$ cat src/pps_pkg.sv
// Shared types, widths and constants of the preemptive priority scheduler.
package pps_pkg;

   localparam int MAX_TASKS = 16;
   localparam int SLOT_W    = (MAX_TASKS > 1) ? $clog2(MAX_TASKS) : 1;
   localparam int CNT_W     = $clog2(MAX_TASKS + 1);

   localparam int TIME_W    = 16;
   localparam int PRIO_W    = 8;
   localparam int SUM_W     = 20;
   localparam int FCNT_W    = 5;
   localparam int SLOTF_W   = 4;

   localparam logic [TIME_W-1:0] TIME_MAX  = '1;
   localparam logic [FCNT_W-1:0] COUNT_MAX = '1;

   localparam logic OP_LOAD = 1'b0;
   localparam logic OP_TICK = 1'b1;

   typedef enum logic [2:0] {
      ST_IDLE,
      ST_SCAN,
      ST_STEP,
      ST_ACCUM,
      ST_FINISH
   } state_type;

   typedef struct packed {
      logic [TIME_W-1:0] arrival;
      logic [TIME_W-1:0] burst;
      logic [PRIO_W-1:0] prio;
      logic [TIME_W-1:0] remain;
   } entry_type;

   localparam int ENTRY_W = $bits(entry_type);

   typedef struct packed {
      logic              rd_en;
      logic [SLOT_W-1:0] rd_addr;
      logic              wr_en;
      logic [SLOT_W-1:0] wr_addr;
      entry_type         wr_data;
   } ram_ctl_type;

endpackage

$ cat src/pps_ifs.sv
// Valid/ready channel interfaces for the scheduler's item and result streams.
interface pps_req_if;
   logic                          valid;
   logic                          ready;
   logic                          opcode;
   logic [pps_pkg::SLOTF_W-1:0]   slot;
   logic [pps_pkg::TIME_W-1:0]    arrival_time;
   logic [pps_pkg::TIME_W-1:0]    burst_time;
   logic [pps_pkg::PRIO_W-1:0]    priority_req;

   modport source (output valid, output opcode, output slot, output arrival_time,
                   output burst_time, output priority_req, input ready);
   modport sink   (input valid, input opcode, input slot, input arrival_time,
                   input burst_time, input priority_req, output ready);
endinterface

interface pps_rsp_if;
   logic                          valid;
   logic                          ready;
   logic                          ran;
   logic [pps_pkg::SLOTF_W-1:0]   ran_slot;
   logic                          new_slice;
   logic [pps_pkg::TIME_W-1:0]    slice_time;
   logic                          finished;
   logic [pps_pkg::TIME_W-1:0]    completion_time;
   logic [pps_pkg::TIME_W-1:0]    turnaround;
   logic [pps_pkg::TIME_W-1:0]    waiting;
   logic [pps_pkg::SUM_W-1:0]     waiting_sum;
   logic [pps_pkg::SUM_W-1:0]     turnaround_sum;
   logic                          all_done;

   modport source (output valid, output ran, output ran_slot, output new_slice,
                   output slice_time, output finished, output completion_time,
                   output turnaround, output waiting, output waiting_sum,
                   output turnaround_sum, output all_done, input ready);
   modport sink   (input valid, input ran, input ran_slot, input new_slice,
                   input slice_time, input finished, input completion_time,
                   input turnaround, input waiting, input waiting_sum,
                   input turnaround_sum, input all_done, output ready);
endinterface

$ cat src/pps_ram.sv
// Generic single-write, single-read RAM with a registered read port.
module pps_ram #(
   parameter int WIDTH = 8,
   parameter int DEPTH = 16
) (
   input  logic                             clock,
   input  logic                             wr_en,
   input  logic [$clog2(DEPTH)-1:0]         wr_addr,
   input  logic [WIDTH-1:0]                 wr_data,
   input  logic                             rd_en,
   input  logic [$clog2(DEPTH)-1:0]         rd_addr,
   output logic [WIDTH-1:0]                 rd_data
);

   logic [WIDTH-1:0] mem_ff [DEPTH];
   logic [WIDTH-1:0] rd_data_ff;

   always_ff @(posedge clock) begin
      if (wr_en) begin
         mem_ff[wr_addr] <= wr_data;
      end
      if (rd_en) begin
         rd_data_ff <= mem_ff[rd_addr];
      end
   end

   assign rd_data = rd_data_ff;

endmodule

$ cat src/preemptive_priority_scheduler.sv
// Top level of the preemptive priority scheduler: sequencer, scan compare and result register.
//
// Usage. Items arrive on req_ch (valid/ready). A load item (opcode load) writes one task
// slot with arrival time, burst and priority; a tick item advances time by one unit,
// runs the ready unfinished task of lowest priority value (lowest slot on a tie) and
// reports the slice and, on completion, turnaround and waiting times. Every item gives
// exactly one result on rsp_ch. The user writes task_count via csr_wr_en and csr_wr_data
// only while the block is idle (the block does not enforce it); it only drives all_done.
//
// Timing. A load writes its slot and goes straight to the finish state. A tick walks
// the task table one slot per cycle through the single read port of the task RAM and
// one comparator, then steps time and the chosen task, accounts any completion and
// registers its result. The block takes one item at a time.
//
// Reset (synchronous, active high) marks every slot as not runnable, clears time, the
// running sums, the finished count and the slice history. The task RAM itself is not
// cleared. When the receiver stalls, the result waits in the output register and the
// block may still accept the next item; it holds that item's result until the previous
// result has been transferred.
module preemptive_priority_scheduler (
   input  logic                        clock,
   input  logic                        reset,
   pps_req_if.sink                     req_ch,
   pps_rsp_if.source                   rsp_ch,
   input  logic                        csr_wr_en,
   input  logic [pps_pkg::FCNT_W-1:0]  csr_wr_data
);

   // Sequencer state.
   pps_pkg::state_type state_ff, state_in;

   // Scan control: cnt_ff is the slot being issued to the RAM, eidx_ff the slot whose
   // data comes back from the RAM in this cycle.
   logic [pps_pkg::CNT_W-1:0]   cnt_ff, cnt_in;
   logic [pps_pkg::SLOT_W-1:0]  eidx_ff, eidx_in;
   logic                        evld_ff, evld_in;

   // Best candidate found so far, with a copy of its table entry.
   logic                        pick_vld_ff, pick_vld_in;
   logic [pps_pkg::SLOT_W-1:0]  pick_ff, pick_in;
   logic [pps_pkg::PRIO_W-1:0]  best_ff, best_in;
   logic [pps_pkg::TIME_W-1:0]  pk_arr_ff, pk_arr_in;
   logic [pps_pkg::TIME_W-1:0]  pk_burst_ff, pk_burst_in;
   logic [pps_pkg::TIME_W-1:0]  pk_rem_ff, pk_rem_in;

   // Scheduler state.
   logic [pps_pkg::MAX_TASKS-1:0] run_ff, run_in;
   logic [pps_pkg::TIME_W-1:0]    now_ff, now_in;
   logic [pps_pkg::FCNT_W-1:0]    fin_cnt_ff, fin_cnt_in;
   logic [pps_pkg::SLOT_W-1:0]    last_slot_ff, last_slot_in;
   logic                          last_vld_ff, last_vld_in;
   logic [pps_pkg::SUM_W-1:0]     wait_total_ff, wait_total_in;
   logic [pps_pkg::SUM_W-1:0]     turn_total_ff, turn_total_in;
   logic [pps_pkg::FCNT_W-1:0]    task_count_ff, task_count_in;

   // Per-item staging between the step, accumulate and finish cycles.
   logic                          tick_ff, tick_in;
   logic                          newsl_ff, newsl_in;
   logic                          fin_ff, fin_in;
   logic [pps_pkg::TIME_W-1:0]    slice_ff, slice_in;
   logic [pps_pkg::TIME_W-1:0]    tat_ff, tat_in;
   logic [pps_pkg::TIME_W-1:0]    wt_ff, wt_in;

   // Result register.
   logic                          rsp_valid_ff, rsp_valid_in;
   logic                          o_ran_ff, o_ran_in;
   logic [pps_pkg::SLOTF_W-1:0]   o_slot_ff, o_slot_in;
   logic                          o_newsl_ff, o_newsl_in;
   logic [pps_pkg::TIME_W-1:0]    o_slice_ff, o_slice_in;
   logic                          o_fin_ff, o_fin_in;
   logic [pps_pkg::TIME_W-1:0]    o_comp_ff, o_comp_in;
   logic [pps_pkg::TIME_W-1:0]    o_tat_ff, o_tat_in;
   logic [pps_pkg::TIME_W-1:0]    o_wt_ff, o_wt_in;
   logic [pps_pkg::SUM_W-1:0]     o_wsum_ff, o_wsum_in;
   logic [pps_pkg::SUM_W-1:0]     o_tsum_ff, o_tsum_in;
   logic                          o_done_ff, o_done_in;

   pps_pkg::ram_ctl_type        ram_ctl;
   pps_pkg::entry_type          rd_entry;
   logic [pps_pkg::ENTRY_W-1:0] rd_raw;

   logic                        req_xfer;
   logic                        load_ok;
   logic [pps_pkg::SLOT_W-1:0]  ld_idx;
   logic                        scan_busy;
   logic                        cand;
   logic                        out_free;
   logic [pps_pkg::TIME_W-1:0]  rem_dec;
   logic [pps_pkg::TIME_W-1:0]  now_inc;
   logic [pps_pkg::SUM_W:0]     wsum_raw;
   logic [pps_pkg::SUM_W:0]     tsum_raw;

   assign req_ch.ready = (state_ff == pps_pkg::ST_IDLE);
   assign req_xfer     = req_ch.valid && req_ch.ready;
   assign ld_idx       = pps_pkg::SLOT_W'(req_ch.slot);
   assign load_ok      = (32'(req_ch.slot) < pps_pkg::MAX_TASKS);
   assign scan_busy    = (cnt_ff < pps_pkg::CNT_W'(pps_pkg::MAX_TASKS));
   assign out_free     = !rsp_valid_ff || rsp_ch.ready;
   assign rd_entry     = pps_pkg::entry_type'(rd_raw);

   // The one comparator pair of the scan: is the returning slot runnable, already
   // arrived, and strictly better than the best so far?
   assign cand = evld_ff && run_ff[eidx_ff] && (rd_entry.arrival <= now_ff) &&
                 (!pick_vld_ff || (rd_entry.prio < best_ff));

   assign rem_dec = pk_rem_ff - 1'b1;
   assign now_inc = (now_ff != pps_pkg::TIME_MAX) ? now_ff + 1'b1 : now_ff;

   // Next state.
   always_comb begin
      state_in = state_ff;
      case (state_ff)
         pps_pkg::ST_IDLE: begin
            if (req_xfer) begin
               state_in = (req_ch.opcode == pps_pkg::OP_TICK) ? pps_pkg::ST_SCAN
                                                              : pps_pkg::ST_FINISH;
            end
         end
         pps_pkg::ST_SCAN: begin
            if (!scan_busy) begin
               state_in = pps_pkg::ST_STEP;
            end
         end
         pps_pkg::ST_STEP:  state_in = pps_pkg::ST_ACCUM;
         pps_pkg::ST_ACCUM: state_in = pps_pkg::ST_FINISH;
         pps_pkg::ST_FINISH: begin
            if (out_free) begin
               state_in = pps_pkg::ST_IDLE;
            end
         end
         default: state_in = pps_pkg::ST_IDLE;
      endcase
   end

   // RAM control strobes of the sequencer.
   always_comb begin
      ram_ctl = '0;
      case (state_ff)
         pps_pkg::ST_IDLE: begin
            // A load writes its slot right at the input transfer; the remaining
            // time starts at the burst.
            ram_ctl.wr_en   = req_xfer && (req_ch.opcode == pps_pkg::OP_LOAD) && load_ok;
            ram_ctl.wr_addr = ld_idx;
            ram_ctl.wr_data = '{arrival: req_ch.arrival_time, burst: req_ch.burst_time,
                                prio: req_ch.priority_req, remain: req_ch.burst_time};
         end
         pps_pkg::ST_SCAN: begin
            ram_ctl.rd_en   = scan_busy;
            ram_ctl.rd_addr = cnt_ff[pps_pkg::SLOT_W-1:0];
         end
         pps_pkg::ST_STEP: begin
            // Write back the chosen task with one unit less to run.
            ram_ctl.wr_en   = pick_vld_ff;
            ram_ctl.wr_addr = pick_ff;
            ram_ctl.wr_data = '{arrival: pk_arr_ff, burst: pk_burst_ff,
                                prio: best_ff, remain: rem_dec};
         end
         default: ram_ctl = '0;
      endcase
   end

   // Datapath next values.
   always_comb begin
      cnt_in        = cnt_ff;
      eidx_in       = eidx_ff;
      evld_in       = 1'b0;
      pick_vld_in   = pick_vld_ff;
      pick_in       = pick_ff;
      best_in       = best_ff;
      pk_arr_in     = pk_arr_ff;
      pk_burst_in   = pk_burst_ff;
      pk_rem_in     = pk_rem_ff;
      run_in        = run_ff;
      now_in        = now_ff;
      fin_cnt_in    = fin_cnt_ff;
      last_slot_in  = last_slot_ff;
      last_vld_in   = last_vld_ff;
      wait_total_in = wait_total_ff;
      turn_total_in = turn_total_ff;
      task_count_in = csr_wr_en ? csr_wr_data : task_count_ff;
      tick_in       = tick_ff;
      newsl_in      = newsl_ff;
      fin_in        = fin_ff;
      slice_in      = slice_ff;
      tat_in        = tat_ff;
      wt_in         = wt_ff;
      wsum_raw      = {1'b0, wait_total_ff} + pps_pkg::SUM_W'(wt_ff);
      tsum_raw      = {1'b0, turn_total_ff} + pps_pkg::SUM_W'(tat_ff);

      case (state_ff)
         pps_pkg::ST_IDLE: begin
            if (req_xfer) begin
               tick_in     = (req_ch.opcode == pps_pkg::OP_TICK);
               cnt_in      = '0;
               pick_vld_in = 1'b0;
               if ((req_ch.opcode == pps_pkg::OP_LOAD) && load_ok) begin
                  run_in[ld_idx] = (req_ch.burst_time != '0);
               end
            end
         end
         pps_pkg::ST_SCAN: begin
            if (scan_busy) begin
               cnt_in  = cnt_ff + 1'b1;
               eidx_in = cnt_ff[pps_pkg::SLOT_W-1:0];
               evld_in = 1'b1;
            end
            if (cand) begin
               pick_vld_in = 1'b1;
               pick_in     = eidx_ff;
               best_in     = rd_entry.prio;
               pk_arr_in   = rd_entry.arrival;
               pk_burst_in = rd_entry.burst;
               pk_rem_in   = rd_entry.remain;
            end
         end
         pps_pkg::ST_STEP: begin
            now_in   = now_inc;
            slice_in = now_ff;
            newsl_in = !last_vld_ff || (last_slot_ff != pick_ff);
            fin_in   = pick_vld_ff && (rem_dec == '0);
            tat_in   = now_inc - pk_arr_ff;
            if (pick_vld_ff) begin
               last_slot_in = pick_ff;
               last_vld_in  = 1'b1;
               if (rem_dec == '0) begin
                  run_in[pick_ff] = 1'b0;
               end
            end
         end
         pps_pkg::ST_ACCUM: begin
            // Saturated time can make turnaround shorter than the burst.
            wt_in = (tat_ff >= pk_burst_ff) ? tat_ff - pk_burst_ff : '0;
            if (fin_ff) begin
               wsum_raw      = {1'b0, wait_total_ff} + pps_pkg::SUM_W'(wt_in);
               wait_total_in = wsum_raw[pps_pkg::SUM_W] ? '1
                                                        : wsum_raw[pps_pkg::SUM_W-1:0];
               turn_total_in = tsum_raw[pps_pkg::SUM_W] ? '1
                                                        : tsum_raw[pps_pkg::SUM_W-1:0];
               if (fin_cnt_ff != pps_pkg::COUNT_MAX) begin
                  fin_cnt_in = fin_cnt_ff + 1'b1;
               end
            end
         end
         default: begin
         end
      endcase
   end

   // Result register: loaded in the finish state once the previous result is gone.
   always_comb begin
      rsp_valid_in = rsp_valid_ff && !rsp_ch.ready;
      o_ran_in     = o_ran_ff;
      o_slot_in    = o_slot_ff;
      o_newsl_in   = o_newsl_ff;
      o_slice_in   = o_slice_ff;
      o_fin_in     = o_fin_ff;
      o_comp_in    = o_comp_ff;
      o_tat_in     = o_tat_ff;
      o_wt_in      = o_wt_ff;
      o_wsum_in    = o_wsum_ff;
      o_tsum_in    = o_tsum_ff;
      o_done_in    = o_done_ff;
      if ((state_ff == pps_pkg::ST_FINISH) && out_free) begin
         rsp_valid_in = 1'b1;
         o_ran_in     = tick_ff && pick_vld_ff;
         o_slot_in    = o_ran_in ? pps_pkg::SLOTF_W'(pick_ff) : '0;
         o_newsl_in   = o_ran_in && newsl_ff;
         o_slice_in   = o_ran_in ? slice_ff : '0;
         o_fin_in     = o_ran_in && fin_ff;
         o_comp_in    = o_fin_in ? now_ff : '0;
         o_tat_in     = o_fin_in ? tat_ff : '0;
         o_wt_in      = o_fin_in ? wt_ff : '0;
         o_wsum_in    = wait_total_ff;
         o_tsum_in    = turn_total_ff;
         o_done_in    = (fin_cnt_ff == task_count_ff);
      end
   end

   always_ff @(posedge clock) begin
      if (reset) begin
         state_ff      <= pps_pkg::ST_IDLE;
         cnt_ff        <= '0;
         evld_ff       <= 1'b0;
         pick_vld_ff   <= 1'b0;
         run_ff        <= '0;
         now_ff        <= '0;
         fin_cnt_ff    <= '0;
         last_slot_ff  <= '0;
         last_vld_ff   <= 1'b0;
         wait_total_ff <= '0;
         turn_total_ff <= '0;
         task_count_ff <= '0;
         tick_ff       <= 1'b0;
         rsp_valid_ff  <= 1'b0;
      end else begin
         state_ff      <= state_in;
         cnt_ff        <= cnt_in;
         evld_ff       <= evld_in;
         pick_vld_ff   <= pick_vld_in;
         run_ff        <= run_in;
         now_ff        <= now_in;
         fin_cnt_ff    <= fin_cnt_in;
         last_slot_ff  <= last_slot_in;
         last_vld_ff   <= last_vld_in;
         wait_total_ff <= wait_total_in;
         turn_total_ff <= turn_total_in;
         task_count_ff <= task_count_in;
         tick_ff       <= tick_in;
         rsp_valid_ff  <= rsp_valid_in;
      end
   end

   always_ff @(posedge clock) begin
      eidx_ff     <= eidx_in;
      pick_ff     <= pick_in;
      best_ff     <= best_in;
      pk_arr_ff   <= pk_arr_in;
      pk_burst_ff <= pk_burst_in;
      pk_rem_ff   <= pk_rem_in;
      newsl_ff    <= newsl_in;
      fin_ff      <= fin_in;
      slice_ff    <= slice_in;
      tat_ff      <= tat_in;
      wt_ff       <= wt_in;
      o_ran_ff    <= o_ran_in;
      o_slot_ff   <= o_slot_in;
      o_newsl_ff  <= o_newsl_in;
      o_slice_ff  <= o_slice_in;
      o_fin_ff    <= o_fin_in;
      o_comp_ff   <= o_comp_in;
      o_tat_ff    <= o_tat_in;
      o_wt_ff     <= o_wt_in;
      o_wsum_ff   <= o_wsum_in;
      o_tsum_ff   <= o_tsum_in;
      o_done_ff   <= o_done_in;
   end

   pps_ram #(
      .WIDTH (pps_pkg::ENTRY_W),
      .DEPTH (pps_pkg::MAX_TASKS)
   ) u_task_ram (
      .clock   (clock),
      .wr_en   (ram_ctl.wr_en),
      .wr_addr (ram_ctl.wr_addr),
      .wr_data (ram_ctl.wr_data),
      .rd_en   (ram_ctl.rd_en),
      .rd_addr (ram_ctl.rd_addr),
      .rd_data (rd_raw)
   );

   assign rsp_ch.valid           = rsp_valid_ff;
   assign rsp_ch.ran             = o_ran_ff;
   assign rsp_ch.ran_slot        = o_slot_ff;
   assign rsp_ch.new_slice       = o_newsl_ff;
   assign rsp_ch.slice_time      = o_slice_ff;
   assign rsp_ch.finished        = o_fin_ff;
   assign rsp_ch.completion_time = o_comp_ff;
   assign rsp_ch.turnaround      = o_tat_ff;
   assign rsp_ch.waiting         = o_wt_ff;
   assign rsp_ch.waiting_sum     = o_wsum_ff;
   assign rsp_ch.turnaround_sum  = o_tsum_ff;
   assign rsp_ch.all_done        = o_done_ff;

   // A completion is always reported on a tick in which a task ran.
   a_fin_needs_run: assert property (@(posedge clock) disable iff (reset)
      rsp_ch.valid && rsp_ch.finished |-> rsp_ch.ran)
      else $error("completion reported without a running task");

   // Completion time is the slice start plus one, unless time has saturated.
   a_comp_time: assert property (@(posedge clock) disable iff (reset)
      rsp_ch.valid && rsp_ch.finished && (rsp_ch.slice_time != pps_pkg::TIME_MAX) |->
      (rsp_ch.completion_time == rsp_ch.slice_time + 1'b1))
      else $error("completion time does not follow the slice start");

   // Waiting never exceeds turnaround.
   a_wait_le_tat: assert property (@(posedge clock) disable iff (reset)
      rsp_ch.valid && rsp_ch.finished |-> (rsp_ch.waiting <= rsp_ch.turnaround))
      else $error("waiting time exceeds turnaround time");

   // The running sums only grow.
   a_sums_grow: assert property (@(posedge clock) disable iff (reset)
      (wait_total_ff >= $past(wait_total_ff)) && (turn_total_ff >= $past(turn_total_ff)))
      else $error("running sum decreased");

endmodule

$ cat src/flat_wrapper.sv
// flat-port wrapper written by rule: the top's interface ports become plain ports
module preemptive_priority_scheduler_flat 
  (clock, reset, csr_wr_en, csr_wr_data, req_ch_valid, req_ch_opcode, req_ch_slot, req_ch_arrival_time, req_ch_burst_time, req_ch_priority_req, req_ch_ready, rsp_ch_valid, rsp_ch_ran, rsp_ch_ran_slot, rsp_ch_new_slice, rsp_ch_slice_time, rsp_ch_finished, rsp_ch_completion_time, rsp_ch_turnaround, rsp_ch_waiting, rsp_ch_waiting_sum, rsp_ch_turnaround_sum, rsp_ch_all_done, rsp_ch_ready);
  pps_req_if req_ch_i ();
  pps_rsp_if rsp_ch_i ();
  input  logic clock;
  input  logic reset;
  input  logic csr_wr_en;
  input  logic [pps_pkg::FCNT_W-1:0] csr_wr_data;
  input wire logic [$bits(req_ch_i.valid)-1:0] req_ch_valid;
  input wire logic [$bits(req_ch_i.opcode)-1:0] req_ch_opcode;
  input wire logic [$bits(req_ch_i.slot)-1:0] req_ch_slot;
  input wire logic [$bits(req_ch_i.arrival_time)-1:0] req_ch_arrival_time;
  input wire logic [$bits(req_ch_i.burst_time)-1:0] req_ch_burst_time;
  input wire logic [$bits(req_ch_i.priority_req)-1:0] req_ch_priority_req;
  output wire logic [$bits(req_ch_i.ready)-1:0] req_ch_ready;
  output wire logic [$bits(rsp_ch_i.valid)-1:0] rsp_ch_valid;
  output wire logic [$bits(rsp_ch_i.ran)-1:0] rsp_ch_ran;
  output wire logic [$bits(rsp_ch_i.ran_slot)-1:0] rsp_ch_ran_slot;
  output wire logic [$bits(rsp_ch_i.new_slice)-1:0] rsp_ch_new_slice;
  output wire logic [$bits(rsp_ch_i.slice_time)-1:0] rsp_ch_slice_time;
  output wire logic [$bits(rsp_ch_i.finished)-1:0] rsp_ch_finished;
  output wire logic [$bits(rsp_ch_i.completion_time)-1:0] rsp_ch_completion_time;
  output wire logic [$bits(rsp_ch_i.turnaround)-1:0] rsp_ch_turnaround;
  output wire logic [$bits(rsp_ch_i.waiting)-1:0] rsp_ch_waiting;
  output wire logic [$bits(rsp_ch_i.waiting_sum)-1:0] rsp_ch_waiting_sum;
  output wire logic [$bits(rsp_ch_i.turnaround_sum)-1:0] rsp_ch_turnaround_sum;
  output wire logic [$bits(rsp_ch_i.all_done)-1:0] rsp_ch_all_done;
  input wire logic [$bits(rsp_ch_i.ready)-1:0] rsp_ch_ready;
  assign req_ch_i.valid = req_ch_valid;
  assign req_ch_i.opcode = req_ch_opcode;
  assign req_ch_i.slot = req_ch_slot;
  assign req_ch_i.arrival_time = req_ch_arrival_time;
  assign req_ch_i.burst_time = req_ch_burst_time;
  assign req_ch_i.priority_req = req_ch_priority_req;
  assign req_ch_ready = req_ch_i.ready;
  assign rsp_ch_valid = rsp_ch_i.valid;
  assign rsp_ch_ran = rsp_ch_i.ran;
  assign rsp_ch_ran_slot = rsp_ch_i.ran_slot;
  assign rsp_ch_new_slice = rsp_ch_i.new_slice;
  assign rsp_ch_slice_time = rsp_ch_i.slice_time;
  assign rsp_ch_finished = rsp_ch_i.finished;
  assign rsp_ch_completion_time = rsp_ch_i.completion_time;
  assign rsp_ch_turnaround = rsp_ch_i.turnaround;
  assign rsp_ch_waiting = rsp_ch_i.waiting;
  assign rsp_ch_waiting_sum = rsp_ch_i.waiting_sum;
  assign rsp_ch_turnaround_sum = rsp_ch_i.turnaround_sum;
  assign rsp_ch_all_done = rsp_ch_i.all_done;
  assign rsp_ch_i.ready = rsp_ch_ready;
  preemptive_priority_scheduler u_core (.clock(clock), .reset(reset), .req_ch(req_ch_i), .rsp_ch(rsp_ch_i), .csr_wr_en(csr_wr_en), .csr_wr_data(csr_wr_data));
endmodule
$ cat config.mk
export PLATFORM = sky130hd
export DESIGN_NAME = preemptive_priority_scheduler_flat
export DESIGN_NICKNAME = d
export VERILOG_FILES = /design/src/pps_pkg.sv /design/src/pps_ifs.sv /design/src/pps_ram.sv /design/src/preemptive_priority_scheduler.sv /design/src/flat_wrapper.sv
export SDC_FILE = /design/constraint.sdc
export NUM_CORES = 2
export LEC_CHECK = 0
export ABC_AREA = 0
export BUFFER_PORTS_ARGS = -buffer_cell sky130_fd_sc_hd__buf_2
export CAP_MARGIN = 20
export CORE_MARGIN = 2
export CORE_UTILIZATION = 45
export CTS_CLUSTER_SIZE = 40
export DETAILED_ROUTE_END_ITERATION = 7
export HOLD_SLACK_MARGIN = 0.15
export SLEW_MARGIN = 5
export SYNTH_ARGS = -nofsm -noshare
export SYNTH_HDL_FRONTEND = slang
export SYNTH_SLANG_ARGS = --single-unit
$ cat constraint.sdc
create_clock -name clock -period 20.9 [get_ports clock]
set_clock_uncertainty 0.15 [all_clocks]
set_input_delay 2.09 -clock clock [delete_from_list [all_inputs] [get_ports clock]]
set_output_delay 2.09 -clock clock [all_outputs]
set_load 0.1 [all_outputs]
==> out/qor.txt <==
CTS tree: done
RSZ-0062 raised after global routing: false
Syn-to-layout area delta: 12.90%
Fillers: 10.01k
Residual DRC: 0
Minimum clock period: 5429 ps
Worst slack at placement: 15510 ps
Die H: 352.8 um
Worst-path clk slew: 60 ps
Number of synthesized register bits: 1277
Vias per std cell: 5.838
FP Rows: 127
Net Count, Synth: 3986
Drt first pass iters: 5
Ys flop type: edfxtp_1
Total track usage: 0.2317
Count of different cell masters after synthesis: 82
Antenna-violating nets left: 0
First-pass GRT wire length: 215.0 mm
Die Wd: 352.8 um
Starting Density: 0.4551
Avg Cell Area, Syn: 14.28 um2
Syn. warnings: 0
HPWL after DPL: 83.74 mm
Core Box Area: 0.1203 mm2
Number of DRC markers in iteration 0: 3644
Core Util, Final: 0.5139
XOR/XNOR Fraction of Synth Area: 0.01264
CTS Buffer Depth: 3
Slowest Stage Delay on Critical Path: 480 ps
Post-Synth Simple-Gate Area: 0.07149
Final hold viol count: 0
Required time worst endpoint: 21330 ps
Multiplexer area fraction after synthesis: 0.08911
Global route overflow: 0
Number of I/O port buffers: 168
Vias in the first global route: 32.07k
Cells after synthesis: 3835
Vias after detailed routing: 33.38k
Post_cts resized: 0
Max-slew violations: 0
Fmax: 0.1842 GHz
Most frequent cells in the layout: edfxtp_1 (1178), o21ai_0 (309), a21oi_1 (288)
Worst path cell trace: inv_1, ha_1, fa_1, nor2b_1, o21ai_0, a21oi_1, o31ai_1, a21oi_1, nor2_1, buf_4, nor3_1, ha_1, a21oi_1, o21a_1, a31oi_1, a311o_1, a311o_1, a31oi_1, buf_4, o311ai_0
WS Path Type: flop to flop
Setup TNS: 0 ps
Min-delay src: u_core.u_task_ram.rd_data[8]
Area share of fa/ha/maj cells after synthesis: 0.02249
Hold-fix buffers, CTS: 0
Top-area cell type share of the netlist area: 0.6461
Slowest CP cell: a311o_1
Crit path capture type: flop
Tot Pwr: 0.005502 W
Final-stage net count: 4150
CTS root buf: clkbuf_16
Die area: 0.1245 mm2
Main combinational cell family by area after synthesis: compound AO/OA/AOI/OAI gates
Clock Power Share: 0.419
Crit path launch: u_core.tat_ff[0]
Total clock sinks: 1277
Sequential area share after synthesis: 0.6823
Initial antenna violation count: 4
Comb pwr share: 0.058
Routability cong.: 0.9033
Worst min-delay path category: flop to flop
Setup violations, final: 0
WL/cell: 25.70 um
Max IR drop VDD: 0.06181 mV
Final worst-path cycle share: 0.2598
Post-synth EDFFs: 1178
Mapped cell area: 0.05475 mm2
Max-cap viol count: 0
Setup Buffers After CTS: 0
H-tree level count: 4
Critical path fanouts, max: 16
Status: complete, no violations
Final WS setup: 15470 ps
Clock Latency Late Sink: 740 ps
Crit path launch type: flop
WP data arrival: 5860 ps
Psw: 0.001244 W
Pwr per Cell Area: 89.00 mW/mm2
Share of post-route cells with drive strength above 1: 0.1791
Largest net degree at the start of global routing: 148
Least-Margin Pin Slew: 1102 ps
Flop pwr share: 0.523
Synth area leaders: edfxtp_1 (65%), dfxtp_1 (3.6%), mux2_2 (3.5%), mux2i_1 (2.9%), o21ai_0 (2.8%)
Switch share: 0.2260
Commonest non-fill, non-tap cell in the layout: edfxtp_1
Internal power: 0.004258 W
I/O pin cnt: 169
Relative slew slack: 0.2629
Compound-cell area share of the yosys netlist: 0.1004
FFs w/ async S/R, synth: 0
Yosys top cell by area: edfxtp_1
Num CTS Buffers: 134
CP most frequent cell: a21oi_1
Static leakage power: 21.65 nW
Reg2reg start: u_core.tat_ff[0]
Total Wirelength: 146.9 mm
==> power by group through the flow <==
stage	sequential [W]	combinational (W)	clock [W]
after floorplan	0.00298	0.000157	0
after global placement	0.00293	0.000316	0
after detailed placement	0.00293	0.000319	0
after CTS	0.00288	0.000319	0.00235
after global routing	0.00288	0.000343	0.00244
final	0.00288	0.000322	0.00230
==> through the flow <==
| step | hold WS, ps | area (um2) | instances |
|---|---|---|---|
| 3_5_place_dp | 254.5 | 57520 | 5465 |
| 6_report | 266.1 | 61810 | 5718 |
| 3_3_place_gp | 252.3 | 57520 | 5465 |
| 4_1_cts | 264.9 | 61710 | 5705 |
| 2_1_floorplan | 250.3 | 54750 | 3835 |
| 5_1_grt | 271.4 | 61810 | 5715 |
==> state kept, by name, summed over array words and instances (netlist names), 20 cells and up <==
name	count
u_core.rsp_ch.turnaround_sum	20
u_core.u_task_ram.mem_ff	896
u_core.rsp_ch.waiting_sum	20
u_core.u_task_ram.rd_data	56
u_core.turn_total_ff	20
u_core.wait_total_ff	20
==> cell families (layout without fill, tap and decap cells) <==
kind of cell | Yosys count | count (layout)
flip-flops | 1277 | 1277
AND/OR/NAND/NOR | 772 | 772
XOR/XNOR | 79 | 79
AO/OA/AOI/OAI | 913 | 913
other | 0 | 3
adder cells (fa/ha/maj) | 96 | 96
buffers and inverters | 307 | 575
multiplexers | 391 | 391
==> critical path: cells and delay by family (launching register included) <==
family | cells | cell delay (ps)
AND/OR/NAND/NOR | 3 | 640
buffers and inverters | 3 | 490
flip-flops | 1 | 380
adder cells (fa/ha/maj) | 3 | 950
AO/OA/AOI/OAI | 11 | 2640
==> synthesized netlist by cell type (30+ instances only) <==
library cell	count
o21ai_0	310
nor2_1	177
nor2b_1	75
nand2_1	153
xnor2_1	53
buf_1	30
a31oi_1	70
o221ai_1	56
ha_1	92
and3_1	38
nor3_1	45
and2_1	110
nand3_1	75
inv_1	82
edfxtp_1	1178
a21oi_1	288
dfxtp_1	99
mux4_2	60
clkbuf_1	189
mux2_2	171
mux2i_1	160
==> area by class of cell <==
cell class / instances / area [um2] / area share
Timing Repair Buffer: 252 / 1514 / 0.02449
Inverter: 83 / 311.5 / 0.005040
Tap cell: 1612 / 2017 / 0.03263
Clock inverter: 66 / 585.6 / 0.009473
Sequential cell: 1277 / 37370 / 0.6046
Clock buffer: 174 / 3608 / 0.05838
Antenna cell: 3 / 7.507 / 0.0001215
Multi-Input combinational cell: 2251 / 16400 / 0.2653
==> path summary, 6_finish.rpt <==
path	end	slack, ps	depth (start not counted)
worst min register to register	u_core.pk_rem_ff[8]	270	0
worst max-delay path	u_core.wait_total_ff[15]	15470	20
worst max register to register	u_core.wait_total_ff[15]	15470	20
worst min-delay path	u_core.pk_rem_ff[8]	270	0
==> routing by layer <==
| metal | share of wire | vias to the layer above | global-route usage |
|---|---|---|---|
| li1 | - | 15120 | - |
| met4 | 0.023 | 0 | 0.06393 |
| met1 | 0.44 | 16790 | 0.3306 |
| met2 | 0.46 | 1269 | 0.3638 |
| met5 | 0 | - | 0 |
| met3 | 0.077 | 201 | 0.04429 |
Note: power is estimated with default switching activity, not from simulation.
